--- config.mk ---
export PLATFORM = sky130hd
export DESIGN_NAME = lcd_line_timing_controller_unit
export DESIGN_NICKNAME = d
export VERILOG_FILES = /design/src/design/lltc_pkg.sv /design/src/design/lltc_timing_core.sv /design/src/design/lcd_line_timing_controller_unit.sv
export SDC_FILE = /design/constraint.sdc
export NUM_CORES = 1
export LEC_CHECK = 0
export ABC_AREA = 1
export BUFFER_PORTS_ARGS = -buffer_cell sky130_fd_sc_hd__buf_4
export CORE_UTILIZATION = 58
export DETAILED_ROUTE_END_ITERATION = 7
export MAX_ROUTING_LAYER = met4
export PLACE_DENSITY = 0.84
export RECOVER_POWER = 25
export SYNTH_ARGS = -nofsm -noshare
export SYNTH_HDL_FRONTEND = slang
export SYNTH_SLANG_ARGS = --single-unit
--- constraint.sdc ---
create_clock -name clock -period 3.13 [get_ports clock]
set_input_delay 0.626 -clock clock [delete_from_list [all_inputs] [get_ports clock]]
set_output_delay 0.626 -clock clock [all_outputs]
set_load 0.005 [all_outputs]
--- src/design/lltc_pkg.sv ---
`default_nettype none

package lltc_pkg;

   // Line timing thresholds in machine cycles.
   localparam int unsigned COUNT_W = 10;
   localparam int unsigned LINE_W  = 8;

   localparam logic [COUNT_W-1:0] OAM_END   = 10'd80;
   localparam logic [COUNT_W-1:0] DRAW_END  = 10'd252;
   localparam logic [COUNT_W-1:0] LINE_END  = 10'd456;
   localparam logic [COUNT_W-1:0] COUNT_MAX = 10'd1023;

   localparam logic [LINE_W-1:0] FIRST_VBLANK_LINE = 8'd144;
   localparam logic [LINE_W-1:0] LAST_LINE         = 8'd153;

   // Mode codes as seen by software.
   localparam logic [1:0] MODE_CODE_HBLANK = 2'd0;
   localparam logic [1:0] MODE_CODE_VBLANK = 2'd1;
   localparam logic [1:0] MODE_CODE_OAM    = 2'd2;
   localparam logic [1:0] MODE_CODE_DRAW   = 2'd3;

   // Register indexes on the control port.
   localparam logic [1:0] CSR_DISPLAY_ENABLE = 2'd0;
   localparam logic [1:0] CSR_LINE_COMPARE   = 2'd1;
   localparam logic [1:0] CSR_STATUS_ENABLES = 2'd2;

   // One-hot display mode state.
   typedef enum logic [3:0] {
      MODE_HBLANK = 4'b0001,
      MODE_VBLANK = 4'b0010,
      MODE_OAM    = 4'b0100,
      MODE_DRAW   = 4'b1000
   } mode_type;

   typedef struct packed {
      logic             display_enable;
      logic [7:0]       line_compare;
      logic [3:0]       status_enables;
   } cfg_type;

   typedef struct packed {
      logic [6:0]       status_byte;
      logic             render_line;
      logic [1:0]       display_mode;
      logic [LINE_W-1:0] line_number;
   } result_type;

endpackage

`default_nettype wire

--- src/design/lltc_timing_core.sv ---
`default_nettype none

module lltc_timing_core
   import lltc_pkg::*;
(
   input  wire logic        clock,
   input  wire logic        reset,
   input  wire logic        step,
   input  wire logic [7:0]  elapsed_cycles,
   input  wire cfg_type     cfg,
   output result_type       result
);

   mode_type             mode_ff, mode_in;
   logic [COUNT_W-1:0]   count_ff, count_in;
   logic [LINE_W-1:0]    line_ff, line_in;
   logic [COUNT_W:0]     sum;
   logic [COUNT_W-1:0]   count_sat;
   logic [LINE_W-1:0]    line_inc;
   logic                 render;
   logic [1:0]           mode_code;

   // Add the elapsed cycles, saturating at the counter's top value.
   assign sum       = {1'b0, count_ff} + {3'b000, elapsed_cycles};
   assign count_sat = sum[COUNT_W] ? COUNT_MAX : sum[COUNT_W-1:0];
   assign line_inc  = line_ff + 8'd1;

   // Next state: at most one mode transition per step.
   always_comb begin
      mode_in  = mode_ff;
      count_in = count_ff;
      line_in  = line_ff;
      render   = 1'b0;
      if (cfg.display_enable) begin
         count_in = count_sat;
         case (mode_ff)
            MODE_OAM: begin
               if (count_sat >= OAM_END) mode_in = MODE_DRAW;
            end
            MODE_DRAW: begin
               if (count_sat >= DRAW_END) begin
                  mode_in = MODE_HBLANK;
                  render  = 1'b1;
               end
            end
            MODE_HBLANK: begin
               if (count_sat >= LINE_END) begin
                  line_in  = line_inc;
                  count_in = '0;
                  mode_in  = (line_inc < FIRST_VBLANK_LINE) ? MODE_OAM : MODE_VBLANK;
               end
            end
            MODE_VBLANK: begin
               if (count_sat >= LINE_END) begin
                  count_in = '0;
                  if (line_inc > LAST_LINE) begin
                     line_in = '0;
                     mode_in = MODE_OAM;
                  end else begin
                     line_in = line_inc;
                  end
               end
            end
            default: begin
               mode_in = MODE_OAM;
            end
         endcase
      end
   end

   // Encode the one-hot state into the software mode code.
   always_comb begin
      case (mode_in)
         MODE_HBLANK: mode_code = MODE_CODE_HBLANK;
         MODE_VBLANK: mode_code = MODE_CODE_VBLANK;
         MODE_OAM:    mode_code = MODE_CODE_OAM;
         MODE_DRAW:   mode_code = MODE_CODE_DRAW;
         default:     mode_code = MODE_CODE_OAM;
      endcase
   end

   // Result reflects the state after this step.
   always_comb begin
      result.line_number  = line_in;
      result.display_mode = mode_code;
      result.render_line  = render;
      result.status_byte  = {cfg.status_enables, (line_in == cfg.line_compare), mode_code};
   end

   // State registers advance once per step.
   always_ff @(posedge clock) begin
      if (reset) begin
         mode_ff  <= MODE_OAM;
         count_ff <= '0;
         line_ff  <= '0;
      end else if (step) begin
         mode_ff  <= mode_in;
         count_ff <= count_in;
         line_ff  <= line_in;
      end
   end

   // The line counter never runs past the last vertical blank line.
   a_line_range: assert property (@(posedge clock) disable iff (reset)
      line_ff <= LAST_LINE)
      else $error("line counter beyond last line");

   // A disabled display holds all timing state across a step.
   a_frozen: assert property (@(posedge clock) disable iff (reset)
      step && !cfg.display_enable |=> $stable(line_ff) && $stable(mode_ff)
      && $stable(count_ff))
      else $error("timing state changed while display disabled");

   // A render pulse only comes from leaving drawing into horizontal blank.
   a_render: assert property (@(posedge clock) disable iff (reset)
      step && render |=> mode_ff == MODE_HBLANK && $past(mode_ff) == MODE_DRAW)
      else $error("render pulse without drawing end");

   // Vertical blank is only ever seen on lines 144 to 153.
   a_vblank_lines: assert property (@(posedge clock) disable iff (reset)
      mode_ff == MODE_VBLANK |-> line_ff >= FIRST_VBLANK_LINE)
      else $error("vertical blank on a visible line");

endmodule

`default_nettype wire

--- src/design/lcd_line_timing_controller_unit.sv ---
// LCD line timing controller.
// Each beat on the req_ channel carries the machine cycles elapsed since the
// previous beat. While the display is enabled the block advances its line
// cycle counter and steps through OAM scan, drawing, horizontal blank and
// vertical blank, and returns one beat on the rsp_ channel per request with
// the line number, the mode, a render pulse and the status byte.
// Registers are written through the csr_ channel, which is always ready;
// write them only while no request is in flight.
// A request beat is captured in the input register and the result in the
// result register. Throughput is one beat per cycle while the receiver
// keeps up, set by the single add and compare path between those registers.
// When the receiver stalls, the result holds and the input register keeps
// accepting until both stages are full, then req_tready drops.
// Reset clears both stages and the registers, and starts at line 0 in OAM scan.
`default_nettype none

module lcd_line_timing_controller_unit
   import lltc_pkg::*;
(
   input  wire logic        clock,
   input  wire logic        reset,
   // Request channel.
   input  wire logic        req_tvalid,
   output logic             req_tready,
   input  wire logic [7:0]  req_tdata,   // [7:0] elapsed_cycles
   // Result channel.
   output logic             rsp_tvalid,
   input  wire logic        rsp_tready,
   output logic [23:0]      rsp_tdata,   // [7:0] line_number, [9:8] display_mode,
                                         // [10] render_line, [17:11] status_byte
   // Register write channel.
   input  wire logic        csr_valid,
   output logic             csr_ready,
   input  wire logic [1:0]  csr_index,
   input  wire logic [7:0]  csr_data
);

   logic        in_valid_ff;
   logic [7:0]  in_cycles_ff;
   logic        out_valid_ff;
   result_type  out_ff;
   cfg_type     cfg_ff;
   result_type  result;
   logic        out_free;
   logic        step;

   // Output stage can take a new beat when empty or being drained.
   assign out_free   = !out_valid_ff || rsp_tready;
   assign step       = in_valid_ff && out_free;
   assign req_tready = !in_valid_ff || out_free;
   assign csr_ready  = 1'b1;

   // Input register.
   always_ff @(posedge clock) begin
      if (reset) begin
         in_valid_ff <= 1'b0;
      end else if (req_tready) begin
         in_valid_ff <= req_tvalid;
      end
   end

   always_ff @(posedge clock) begin
      if (req_tready && req_tvalid) begin
         in_cycles_ff <= req_tdata;
      end
   end

   // Register file.
   always_ff @(posedge clock) begin
      if (reset) begin
         cfg_ff <= '0;
      end else if (csr_valid) begin
         case (csr_index)
            CSR_DISPLAY_ENABLE: cfg_ff.display_enable <= csr_data[0];
            CSR_LINE_COMPARE:   cfg_ff.line_compare   <= csr_data;
            CSR_STATUS_ENABLES: cfg_ff.status_enables <= csr_data[3:0];
            default: ;
         endcase
      end
   end

   lltc_timing_core u_core (
      .clock          (clock),
      .reset          (reset),
      .step           (step),
      .elapsed_cycles (in_cycles_ff),
      .cfg            (cfg_ff),
      .result         (result)
   );

   // Result register.
   always_ff @(posedge clock) begin
      if (reset) begin
         out_valid_ff <= 1'b0;
      end else if (out_free) begin
         out_valid_ff <= in_valid_ff;
      end
   end

   always_ff @(posedge clock) begin
      if (step) begin
         out_ff <= result;
      end
   end

   assign rsp_tvalid = out_valid_ff;
   assign rsp_tdata  = {6'b000000, out_ff};

endmodule

`default_nettype wire

==> impl_metrics.toml, run 1 <==
[timing]
min_period_ps = 2840
final_setup_slack_of_the_worst_path_ps = 291
final_hold_viol_count = 0
least_margin_pin_slew_ps = 1250
final.period_utilization_pct = 90.7
max_freq_mhz = 352
grt_setup_unrepaired = "false"
timing.final.max_slew_violations = 0
slew-limit-headroom_pct = 16.5
finClkSkew_ps = 15.9
finalSetupViolCount = 0
timing.setup.tns_ps = 0

[yosys]
yosys_warnings = 0
synthCells = 523
synth.avg_cell_area_sq_um = 7.06
post_synth_main_area_contributors = "sky130_fd_sc_hd__dfxtp_1 (20%), sky130_fd_sc_hd__edfxtp_1 (20%), sky130_fd_sc_hd__nand2_1 (14%), sky130_fd_sc_hd__inv_1 (8.1%), sky130_fd_sc_hd__nand3_1 (7.2%)"
yosysUniqueCellTypes = 33
synth-seq-area-share_pct = 39.6
yosys.area.top_type_share_pct = 20.0
post_synth_most_frequent_cells = "sky130_fd_sc_hd__nand2_1 (141), sky130_fd_sc_hd__inv_1 (80), sky130_fd_sc_hd__nand3_1 (53), sky130_fd_sc_hd__a21oi_1 (46), sky130_fd_sc_hd__dfxtp_1 (37)"
synth_top_cell_by_area = "sky130_fd_sc_hd__dfxtp_1"
synth.cell_area_sq_mm = 0.00369
postSynth.topFlopCell = "sky130_fd_sc_hd__dfxtp_1"
number_of_flops_mapped_to_enable_cells_by_yosys = 24
asyncSetResetFlopFracSynth_pct = 0
synth_most_common_cell = "sky130_fd_sc_hd__nand2_1"
yosys_register_bits = 61

[routing]
routedWlPerCell_um = 12.9
post_drt_via_cell_ratio = 5.39
num_vias = 3464
drt_iter0_markers = 288
drt_first_pass_iters = 5
ant_nets = 0
remaining_drc_errors = 0
totalWireLength_um = 8290

[cells_and_area]
final_cells = 643
post-route-cell-area_sq_mm = 0.00420
antenna_cells = 0
fin_util_pct = 69.7
finish.net_count = 597
post_route_cells_drive_above_1_share_pct = 15.1
syn_to_final_growth_pct = 13.7

[worst_setup_path]
worst_r2r_endpoint = "rsp_tdata[13]"
cp_num_buf_inv = 4
timing.reg2reg.setup_slack_ps = 290
critical_path_required_ps = 3250
worstReg2RegStart = "u_core.count_ff[0]"
type_of_origin_of_the_critical_path = "flip-flop"
critPathTopFamily = "simple AND/OR/NAND/NOR gates"
worstSetupStartpoint = "u_core.count_ff[0]"
critPathSlowestCell = "sky130_fd_sc_hd__fa_1"
crit_path_cell_trace = "ha_1, inv_1, fa_1, inv_1, nand3_1, nand2_2, nand2_1, nand2_1, o21ai_0, inv_2, nand3_2, nand2_4, nand2_4, nand2_1, nand2_1, nand2_1, nand2_1, nand2_1, inv_1, nand2_1, nor2_1"
reg2regPathDepth = 21
setup.worst_path.end_class = "flip-flop"
critPathMaxStageDelay_ps = 410
critical_path_cell_count = 21
path_max_fanout = 18
worstSetupEndpoint = "rsp_tdata[13]"
critical_path.most_common_cell = "sky130_fd_sc_hd__nand2_1"
crit_type = "reg -> reg"
arrival_ps = 2960

[global_routing]
antenna_found_initial = 0
first_global_vias = 3054
grt.met2_usage_pct = 43.5
grt_util_met3_pct = 4.67
grt_overflow_total = 0
grtUsageTotal_pct = 28.1
maximum_number_of_pins_on_one_net_before_global_route_repair = 26
met1_usage_pct = 36.3
gr-max-usage-layer = "met2"
global_route_wire_length_before_repair_um = 13700

[flow_run]
drv.max_cap_violation_count = 0

[floorplanning]
number_of_placement_rows = 28
die_height_um = 81.8
start_util_pct = 61.3
ios = 50
design.die.area_sq_mm = 0.00669
die_w_um = 81.8
core_region_area_sq_mm = 0.00603

[clock_tree]
cts_tree = "built"
cts_h_tree_depth = 3
cts-hold-fix-buffers = 0
postCtsSetupBuffers = 0
cts-buffers-inserted = 9
clock_tree.buffer_depth = 2
cts_root_buffer = "sky130_fd_sc_hd__clkbuf_8"
clock_sink_count = 61
clk_latency_ps = 360
clk_slew_on_worst_s_h_paths_ps = 80
postCtsResizedCells = 0

[power_and_ir_drop]
power-per-cell-area_mw_per_mm2 = 434
ir_worst_vdd_mv = 0.313
p_leak_nw = 2.02

[placement]
placement.setup.worst_slack_ps = 343
placement.cell_area_sq_mm = 0.00402
detailed_place_hpwl_um = 6130
finalWeightedCongestion = 0.932
io_buffer_count = 42
dp_cells = 627

[min_path]
worst_hold_path_type = "reg -> reg"

[outcome]
outcome = "finished, final reports clean"
==> logic make-up after synthesis <==
kind of cell | Yosys count | synth area share, %
compound gates | 77 | 10.7
xor+xnor | 3 | 0.711
fa+ha+maj | 11 | 3.93
buf+inv | 104 | 12.0
flops | 61 | 39.6
other cells | 2 | 0.203
simple gates | 265 | 32.9
==> state kept, by name (all words and copies together) (netlist names) <==
| register | cells |
|---|---|
| rsp_tvalid | 1 |
| in_cycles_ff | 8 |
| rsp_tdata | 16 |
| cfg_ff | 13 |
| u_core.mode_ff | 4 |
| u_core.count_ff | 10 |
| in_valid_ff | 1 |
| u_core.line_ff | 8 |
==> placed cells by master, fill, tap and decap left out, types with 4 or more instances in the layout <==
cell type	instances
sky130_fd_sc_hd__a21oi_1	46
sky130_fd_sc_hd__buf_4	33
sky130_fd_sc_hd__clkbuf_4	9
sky130_fd_sc_hd__clkbuf_8	9
sky130_fd_sc_hd__conb_1	7
sky130_fd_sc_hd__dfxtp_1	37
sky130_fd_sc_hd__edfxtp_1	24
sky130_fd_sc_hd__ha_1	10
sky130_fd_sc_hd__inv_1	80
sky130_fd_sc_hd__nand2_1	141
sky130_fd_sc_hd__nand2_2	7
sky130_fd_sc_hd__nand2_4	5
sky130_fd_sc_hd__nand3_1	53
sky130_fd_sc_hd__nand3_2	4
sky130_fd_sc_hd__nand3b_1	4
sky130_fd_sc_hd__nand4_1	9
sky130_fd_sc_hd__nor2_1	29
sky130_fd_sc_hd__nor2_2	6
sky130_fd_sc_hd__o21ai_0	24
==> per-layer routing <==
metal,vias to the layer above,wire length [um]
met4,0,182
met3,21,431
met2,114,3780
li1,1751,-
met5,-,0
met1,1578,3890
==> layout make-up <==
type	instances	area, sq um
clock buffer	9	124
clock inverter	7	73.8
fill	499	1820
inverter	83	312
multi-input combinational	363	1810
sequential	61	1460
tap	75	93.8
timing repair buffer	45	327
==> stage by stage <==
step	total power, W	hold slack (ps)
6_report	0.00182	434
5_1_grt	0.00190	440
4_1_cts	0.00183	434
3_5_place_dp	0.00113	416
3_3_place_gp	0.00113	413
2_1_floorplan	0.00106	408
==> how the worst min path moves through the flow <==
stage | start | to | cells after the start
floorplan | cfg_ff[0] | rsp_tdata[14] | 0
global placement | cfg_ff[2] | rsp_tdata[16] | 0
detailed placement | cfg_ff[0] | rsp_tdata[14] | 0
global route | cfg_ff[0] | rsp_tdata[14] | 0
CTS | cfg_ff[0] | rsp_tdata[14] | 0
finish | cfg_ff[2] | rsp_tdata[16] | 0
==> power breakdown <==
part	switching [W]	internal, W
clock network	0.000337	0.000369
registers	0.0000254	0.000865
logic	0.000139	0.0000887
total	0.000501	0.00132
(Power assumes the default switching activity.)
==> inputs of run 2 (changes only) <==
--- a/config.mk
+++ b/config.mk
@@ -7,11 +7,11 @@
 export LEC_CHECK = 0
 export ABC_AREA = 1
 export BUFFER_PORTS_ARGS = -buffer_cell sky130_fd_sc_hd__buf_4
-export CORE_UTILIZATION = 58
+export CORE_UTILIZATION = 59
 export DETAILED_ROUTE_END_ITERATION = 7
 export MAX_ROUTING_LAYER = met4
-export PLACE_DENSITY = 0.84
-export RECOVER_POWER = 25
+export PLACE_DENSITY = 0.85
 export SYNTH_ARGS = -nofsm -noshare
 export SYNTH_HDL_FRONTEND = slang
+export SYNTH_HIERARCHICAL = 1
 export SYNTH_SLANG_ARGS = --single-unit
==> run 2 against run 1 <==
The run now ends with design-rule violations left. Combinational power is 7% higher. Clock skew is 6.1 ps lower. Final area is 8.1% higher. Maximum frequency is 4.4% lower. Wire length is 6.7% higher. Largest cell class unchanged.
==> impl_metrics.toml, run 2 <==
[timing]
finalSetupViolCount = 0
final.period_utilization_pct = 94.8
min_period_ps = 2970
timing.setup.tns_ps = 0
finClkSkew_ps = 9.76
timing.final.max_slew_violations = 0
max_freq_mhz = 337
final_hold_viol_count = 0

[clock_tree]
clock_tree.buffer_depth = 2
cts_tree = "built"
cts_root_buffer = "sky130_fd_sc_hd__clkbuf_8"
cts-buffers-inserted = 9
clock_sink_count = 63
cts_h_tree_depth = 3
postCtsResizedCells = 0
clk_slew_on_worst_s_h_paths_ps = 80
clk_latency_ps = 350

[worst_setup_path]
crit_path_cell_trace = "ha_1, inv_1, fa_1, inv_1, nand3_1, nand2_2, nand2_2, nand2_4, nand2_1, nand2_1, nand3_4, nand2_4, nand2_4, nor2_8, buf_4, nand2_2, nand3_1, nand2_1, nor2_1, nand2_1, nor2_1"
critical_path_required_ps = 3350
arrival_ps = 3190
critical_path.most_common_cell = "sky130_fd_sc_hd__nand2_1"
path_max_fanout = 11
critPathMaxStageDelay_ps = 370
worstSetupStartpoint = "in_cycles_ff[0]"
type_of_origin_of_the_critical_path = "flip-flop"
crit_type = "reg -> reg"
setup.worst_path.end_class = "flip-flop"
critPathSlowestCell = "sky130_fd_sc_hd__fa_1"
worstReg2RegStart = "in_cycles_ff[0]"

[routing]
totalWireLength_um = 8840
routed-wl-met2_um = 4220
top_signal_layer_used = "met4"
ant_nets = 0
drt_iter0_markers = 243
routedWlPerCell_um = 12.6
wl_met1_um = 3810
remaining_drc_errors = 3
drt_first_pass_iters = 6
post_drt_via_cell_ratio = 5.30
met3_length_um = 589
num_vias = 3719

[flow_run]
drv.max_cap_violation_count = 0

[power_and_ir_drop]
pwr-share-clk_pct = 35.8
p_int_w = 0.00128
netSwitchingFraction_pct = 29.7
p_leak_nw = 2.39
power.share.sequential_pct = 50.8
ir_worst_vdd_mv = 0.354
power-per-cell-area_mw_per_mm2 = 402
pwr-share-comb_pct = 13.4
power.net_switching_w = 0.000542

[yosys]
synth.cell_area_sq_mm = 0.00405
synthCells = 578
synth.avg_cell_area_sq_um = 7.00
postSynth.topFlopCell = "sky130_fd_sc_hd__dfxtp_1"
synth_most_common_cell = "sky130_fd_sc_hd__nand2_1"
number_of_flops_mapped_to_enable_cells_by_yosys = 26
yosysUniqueCellTypes = 34
post_synth_most_frequent_cells = "sky130_fd_sc_hd__nand2_1 (181), sky130_fd_sc_hd__inv_1 (90), sky130_fd_sc_hd__nor2_1 (63), sky130_fd_sc_hd__nand3_1 (41), sky130_fd_sc_hd__dfxtp_1 (37)"
yosys_register_bits = 63
synth_top_cell_by_area = "sky130_fd_sc_hd__edfxtp_1"
synth-seq-area-share_pct = 37.6
yosys_warnings = 6
asyncSetResetFlopFracSynth_pct = 0
yosys.area.top_type_share_pct = 19.3
post_synth_main_area_contributors = "sky130_fd_sc_hd__edfxtp_1 (19%), sky130_fd_sc_hd__dfxtp_1 (18%), sky130_fd_sc_hd__nand2_1 (17%), sky130_fd_sc_hd__inv_1 (8.4%), sky130_fd_sc_hd__nor2_1 (5.8%)"

[cells_and_area]
multiInputGateArea_sq_mm = 0.00201
post-route-cell-area_sq_mm = 0.00454
post_route_cells_drive_above_1_share_pct = 17.3
finish.net_count = 654
syn_to_final_growth_pct = 12.2
antenna_cells = 0
layout.cells.most_common_list = "sky130_fd_sc_hd__nand2_1 (181), sky130_fd_sc_hd__inv_1 (90), sky130_fd_sc_hd__nor2_1 (63)"
fillers = 533
seq_area_sq_mm = 0.00152
final_common_cell = "sky130_fd_sc_hd__nand2_1"
number_of_flip_flops_under_the_largest_register_name = 18

[placement]
detailed_place_hpwl_um = 6250
finalWeightedCongestion = 0.934
placement.cell_area_sq_mm = 0.00431
io_buffer_count = 42

[outcome]
outcome = "complete, but fails checks"
violations = "design-rule violations"

[global_routing]
first_global_vias = 3357
maximum_number_of_pins_on_one_net_before_global_route_repair = 40
global_route_wire_length_before_repair_um = 14500
antenna_found_initial = 0
grt_overflow_total = 0
grtUsageTotal_pct = 26.5

[floorplanning]
design.die.area_sq_mm = 0.00719
core_region_area_sq_mm = 0.00649
die_height_um = 84.8
ios = 50
number_of_placement_rows = 29
start_util_pct = 62.3
die_w_um = 84.8

[min_path]
min_from = "cfg_ff[3]"
worst_hold_path_type = "reg -> reg"
==> run 2: cell types whose count changed after synthesis, moves of 5 or more <==
cell | before | now
sky130_fd_sc_hd__o21ai_0 | 24 | 13
sky130_fd_sc_hd__nor2_1 | 29 | 63
sky130_fd_sc_hd__a21oi_1 | 46 | 23
sky130_fd_sc_hd__buf_4 | 9 | 15
sky130_fd_sc_hd__nand3_1 | 53 | 41
sky130_fd_sc_hd__nand2_1 | 141 | 181
sky130_fd_sc_hd__a31oi_1 | 0 | 8
sky130_fd_sc_hd__inv_1 | 80 | 90
sky130_fd_sc_hd__nand2_2 | 7 | 12
==> run 2: layout make-up <==
| cell class | count | share of cell area (%) |
|---|---|---|
| Timing Repair Buffer | 50 | 8.27 |
| Sequential cell | 63 | 33.5 |
| Tap cell | 77 | 2.12 |
| Clock buffer | 9 | 2.73 |
| Multi-Input combinational cell | 401 | 44.3 |
| Clock inverter | 7 | 1.18 |
| Inverter | 95 | 7.85 |
==> run 2: path summary, 6_finish.rpt <==
kind,endpoint,slack (ps),cells after the start
max,rsp_tdata[13],160,21
min,rsp_tdata[17],440,0
max reg2reg,rsp_tdata[13],160,21
min reg2reg,rsp_tdata[17],440,0
==> run 2: metrics by stage <==
stage	total power, W	worst slack (ps)	cells	hold slack, ps	util (%)
global placement	0.00117	344	679	412	66.4
CTS	0.00183	177	695	435	69.1
finish	0.00183	161	702	440	69.9
global route	0.00191	-24.7	702	434	69.9
floorplan	0.00111	521	583	443	-
detailed placement	0.00118	187	679	420	66.4
==> run 2: cell families after synthesis <==
kind of cell / after synthesis / share of synthesized area [%]
AO/OA/AOI/OAI: 47 / 6.46
XOR/XNOR: 1 / 0.217
adder cells (fa/ha/maj): 11 / 3.59
buffers and inverters: 119 / 13.4
flip-flops: 63 / 37.6
other: 2 / 0.186
AND/OR/NAND/NOR: 335 / 38.6
==> run 2: critical path, delay by kind of cell, from the launching register on <==
kind	cells	cell delay, ps
fa+ha+maj	2	570
buf+inv	3	340
flops	1	340
simple gates	16	1570
==> run 2: per-layer routing <==
| layer | GRT usage (%) | vias up |
|---|---|---|
| li1 | - | 1877 |
| met1 | 32.0 | 1670 |
| met2 | 41.5 | 145 |
| met5 | - | - |
| met4 | 12.9 | 0 |
| met3 | 6.39 | 27 |
==> run 2: timing repair <==
action / 4_1_cts / 5_1_grt
endpoints found under the setup margin: 0 / 1
buffers inserted: 0 / 7
hold buffers: 0 / 0
==> run 2: power groups by stage <==
stage                     logic, W  registers [W]  clock network (W)
after CTS                 0.000241       0.000926           0.000666
after floorplan           0.000177       0.000934                  0
after global placement    0.000232       0.000942                  0
final                     0.000245       0.000927           0.000654
after detailed placement  0.000240       0.000944                  0
after global routing      0.000276       0.000931           0.000705
==> inputs of run 3 (changes only) <==
--- a/config.mk
+++ b/config.mk
@@ -5,7 +5,6 @@
 export SDC_FILE = /design/constraint.sdc
 export NUM_CORES = 1
 export LEC_CHECK = 0
-export ABC_AREA = 1
 export BUFFER_PORTS_ARGS = -buffer_cell sky130_fd_sc_hd__buf_4
 export CORE_UTILIZATION = 59
 export DETAILED_ROUTE_END_ITERATION = 7
==> run 3 against run 2 <==
Critical endpoint is now rsp_tdata[12]. Sequential share of layout area is 3.3 points lower. The flow finishes with violations (negative setup slack). Combinational power is 9.4% higher. Register-to-register slack worse by 210 ps. Sequential cell count stayed put. Total power is 2.7% higher. Worst hold slack worse by 1.3 ps. Maximum frequency is 6.7% lower.
==> impl_metrics.toml, run 3 <==
[worst_setup_path]
setup.worst_path.end_class = "flip-flop"
crit_type = "reg -> reg"
critical_path_required_ps = 3220
arrival_ps = 3270
crit_path_cell_trace = "ha_1, nor2b_4, o31a_4, o31a_1, nand4_1, and4b_4, or3_4, a31oi_4, xnor2_1, or3b_1"
worstReg2RegStart = "in_cycles_ff[2]"
critPathSlowestCell = "sky130_fd_sc_hd__or3_4"
path_max_fanout = 5
reg2regPathDepth = 10
timing.reg2reg.setup_slack_ps = -50
worstSetupEndpoint = "rsp_tdata[12]"
critPathMaxStageDelay_ps = 400
type_of_origin_of_the_critical_path = "flip-flop"
worstSetupStartpoint = "in_cycles_ff[2]"
worst_r2r_endpoint = "rsp_tdata[12]"

[yosys]
post_synth_most_frequent_cells = "sky130_fd_sc_hd__nor2_1 (45), sky130_fd_sc_hd__dfxtp_1 (37), sky130_fd_sc_hd__nand2_1 (32), sky130_fd_sc_hd__a21oi_1 (30), sky130_fd_sc_hd__nand2b_1 (28)"
synth.cell_area_sq_mm = 0.00417
asyncSetResetFlopFracSynth_pct = 0
synth.avg_cell_area_sq_um = 9.08
number_of_flops_mapped_to_enable_cells_by_yosys = 26
yosysUniqueCellTypes = 80
synth-seq-area-share_pct = 36.5
postSynth.topFlopCell = "sky130_fd_sc_hd__dfxtp_1"
synth_most_common_cell = "sky130_fd_sc_hd__nor2_1"
synth_top_cell_by_area = "sky130_fd_sc_hd__edfxtp_1"
post_synth_main_area_contributors = "sky130_fd_sc_hd__edfxtp_1 (19%), sky130_fd_sc_hd__dfxtp_1 (18%), sky130_fd_sc_hd__mux2i_1 (4.8%), sky130_fd_sc_hd__nand2b_1 (4.2%), sky130_fd_sc_hd__nor2_1 (4.1%)"
yosys_register_bits = 63
yosys_warnings = 6
synthCells = 459
yosys.area.top_type_share_pct = 18.7

[timing]
final_hold_viol_count = 0
finalSetupViolCount = 3
slew-limit-headroom_pct = 55.3
final.period_utilization_pct = 102
min_period_ps = 3180
finClkSkew_ps = 6.23
final_setup_slack_of_the_worst_path_ps = -52.4
max_freq_mhz = 314
hold-worst-slack_ps = 439
timing.final.max_slew_violations = 0
least_margin_pin_slew_ps = 661
grt_setup_unrepaired = "true"

[min_path]
worst_hold_path_type = "reg -> reg"

[clock_tree]
clock_sink_count = 63
clk_slew_on_worst_s_h_paths_ps = 70
cts_h_tree_depth = 3
clock_tree.buffer_depth = 2
cts-buffers-inserted = 9
cts_tree = "built"
clk_latency_ps = 340
cts_root_buffer = "sky130_fd_sc_hd__clkbuf_8"

[cells_and_area]
finish.net_count = 561
post-route-cell-area_sq_mm = 0.00505
post_route_cells_drive_above_1_share_pct = 29.3
number_of_flip_flops_under_the_largest_register_name = 18
antenna_cells = 0
final_common_cell = "sky130_fd_sc_hd__buf_4"
fin_util_pct = 74.3
layout.cells.most_common_list = "sky130_fd_sc_hd__buf_4 (92), sky130_fd_sc_hd__nor2_1 (44), sky130_fd_sc_hd__dfxtp_1 (36)"
syn_to_final_growth_pct = 21.0
final_cells = 628

[global_routing]
first_global_vias = 3523
antenna_found_initial = 0
grt_overflow_total = 0
maximum_number_of_pins_on_one_net_before_global_route_repair = 46
grtUsageTotal_pct = 28.9
global_route_wire_length_before_repair_um = 16300

[floorplanning]
number_of_placement_rows = 30
die_w_um = 86.1
ios = 50
core_region_area_sq_mm = 0.00679
die_height_um = 86.1
start_util_pct = 61.4
design.die.area_sq_mm = 0.00741

[routing]
totalWireLength_um = 10100
post_drt_via_cell_ratio = 5.94
drt_first_pass_iters = 5
ant_nets = 0
remaining_drc_errors = 0
num_vias = 3731
routedWlPerCell_um = 16.1
drt_iter0_markers = 281

[power_and_ir_drop]
totalPowerFinal_w = 0.00188
ir_worst_vdd_mv = 0.284
power-per-cell-area_mw_per_mm2 = 372
p_leak_nw = 1.96

[placement]
dp_cells = 608
placement.cell_area_sq_mm = 0.00475
finalWeightedCongestion = 0.912
detailed_place_hpwl_um = 7220
io_buffer_count = 42

[outcome]
violations = "negative setup slack"
outcome = "complete, but fails checks"

[flow_run]
drv.max_cap_violation_count = 0
-- run 3: area by class of cell --
| type | count | area, sq um |
|---|---|---|
| multi-input cells | 343 | 2450 |
| fillers | 505 | 1750 |
| flip-flops and latches | 63 | 1520 |
| repair buffers | 93 | 702 |
| clock buffers | 10 | 128 |
| well taps | 96 | 120 |
| inverters | 17 | 63.8 |
| clock inverters | 6 | 61.3 |
-- run 3: cell families after synthesis --
group | share of synthesized area [%]
AOI/OAI and AO/OA | 20.9
and+or+nand+nor | 23.4
xor gates and xnor gates | 2.73
muxes | 5.34
DFF | 36.5
buffers and inverters | 7.38
other | 0.180
adders and majority gates | 3.48
-- run 3: what timing repair did --
item	CTS	global route
setup endpoints to repair	5	13
hold buffers	0	0
setup buffers	1	3
resized for setup	6	10
pin swaps	8	8
-- run 3: routing by layer --
layer  part of all wire (%)  vias up  wire length [um]  track usage [%]
met5                      0        -                 0                -
met4                    2.2        0               226             11.5
met3                    4.6       23               461             5.00
met2                     47      130              4760             45.5
met1                     46     1794              4630             37.0
li1                       -     1784                 -                -
-- run 3: how the worst min path moves through the flow --
stage / startpoint / to / cells past startpoint
after floorplan: in_valid_ff / rsp_tvalid / 2
after global placement: cfg_ff[1] / rsp_tdata[15] / 0
after detailed placement: cfg_ff[1] / rsp_tdata[15] / 0
after CTS: cfg_ff[1] / rsp_tdata[15] / 0
after global routing: req_tdata[1] / in_cycles_ff[1] / 1
final: cfg_ff[1] / rsp_tdata[15] / 0
-- run 3: critical path, delay by kind of cell, from the launching register on --
family	cells	cell delay [ps]
adders and majority gates	1	360
DFF	1	380
AOI/OAI and AO/OA	3	740
and+or+nand+nor	5	1300
xor gates and xnor gates	1	130
-- run 3: power by group --
part           switching (W)  internal [W]  total, W
combinational       0.000138      0.000131  0.000268
sequential         0.0000236      0.000888  0.000912
clock               0.000330      0.000365  0.000695
-- run 3: stage by stage --
| stage | setup WS (ps) | TNS (ps) |
|---|---|---|
| 2_1_floorplan | -99.9 | -99.9 |
| 3_3_place_gp | -20.4 | -40.9 |
| 3_5_place_dp | -82.2 | -330 |
| 4_1_cts | 1.58 | 0 |
| 5_1_grt | -123 | -451 |
| 6_report | -52.4 | -107 |
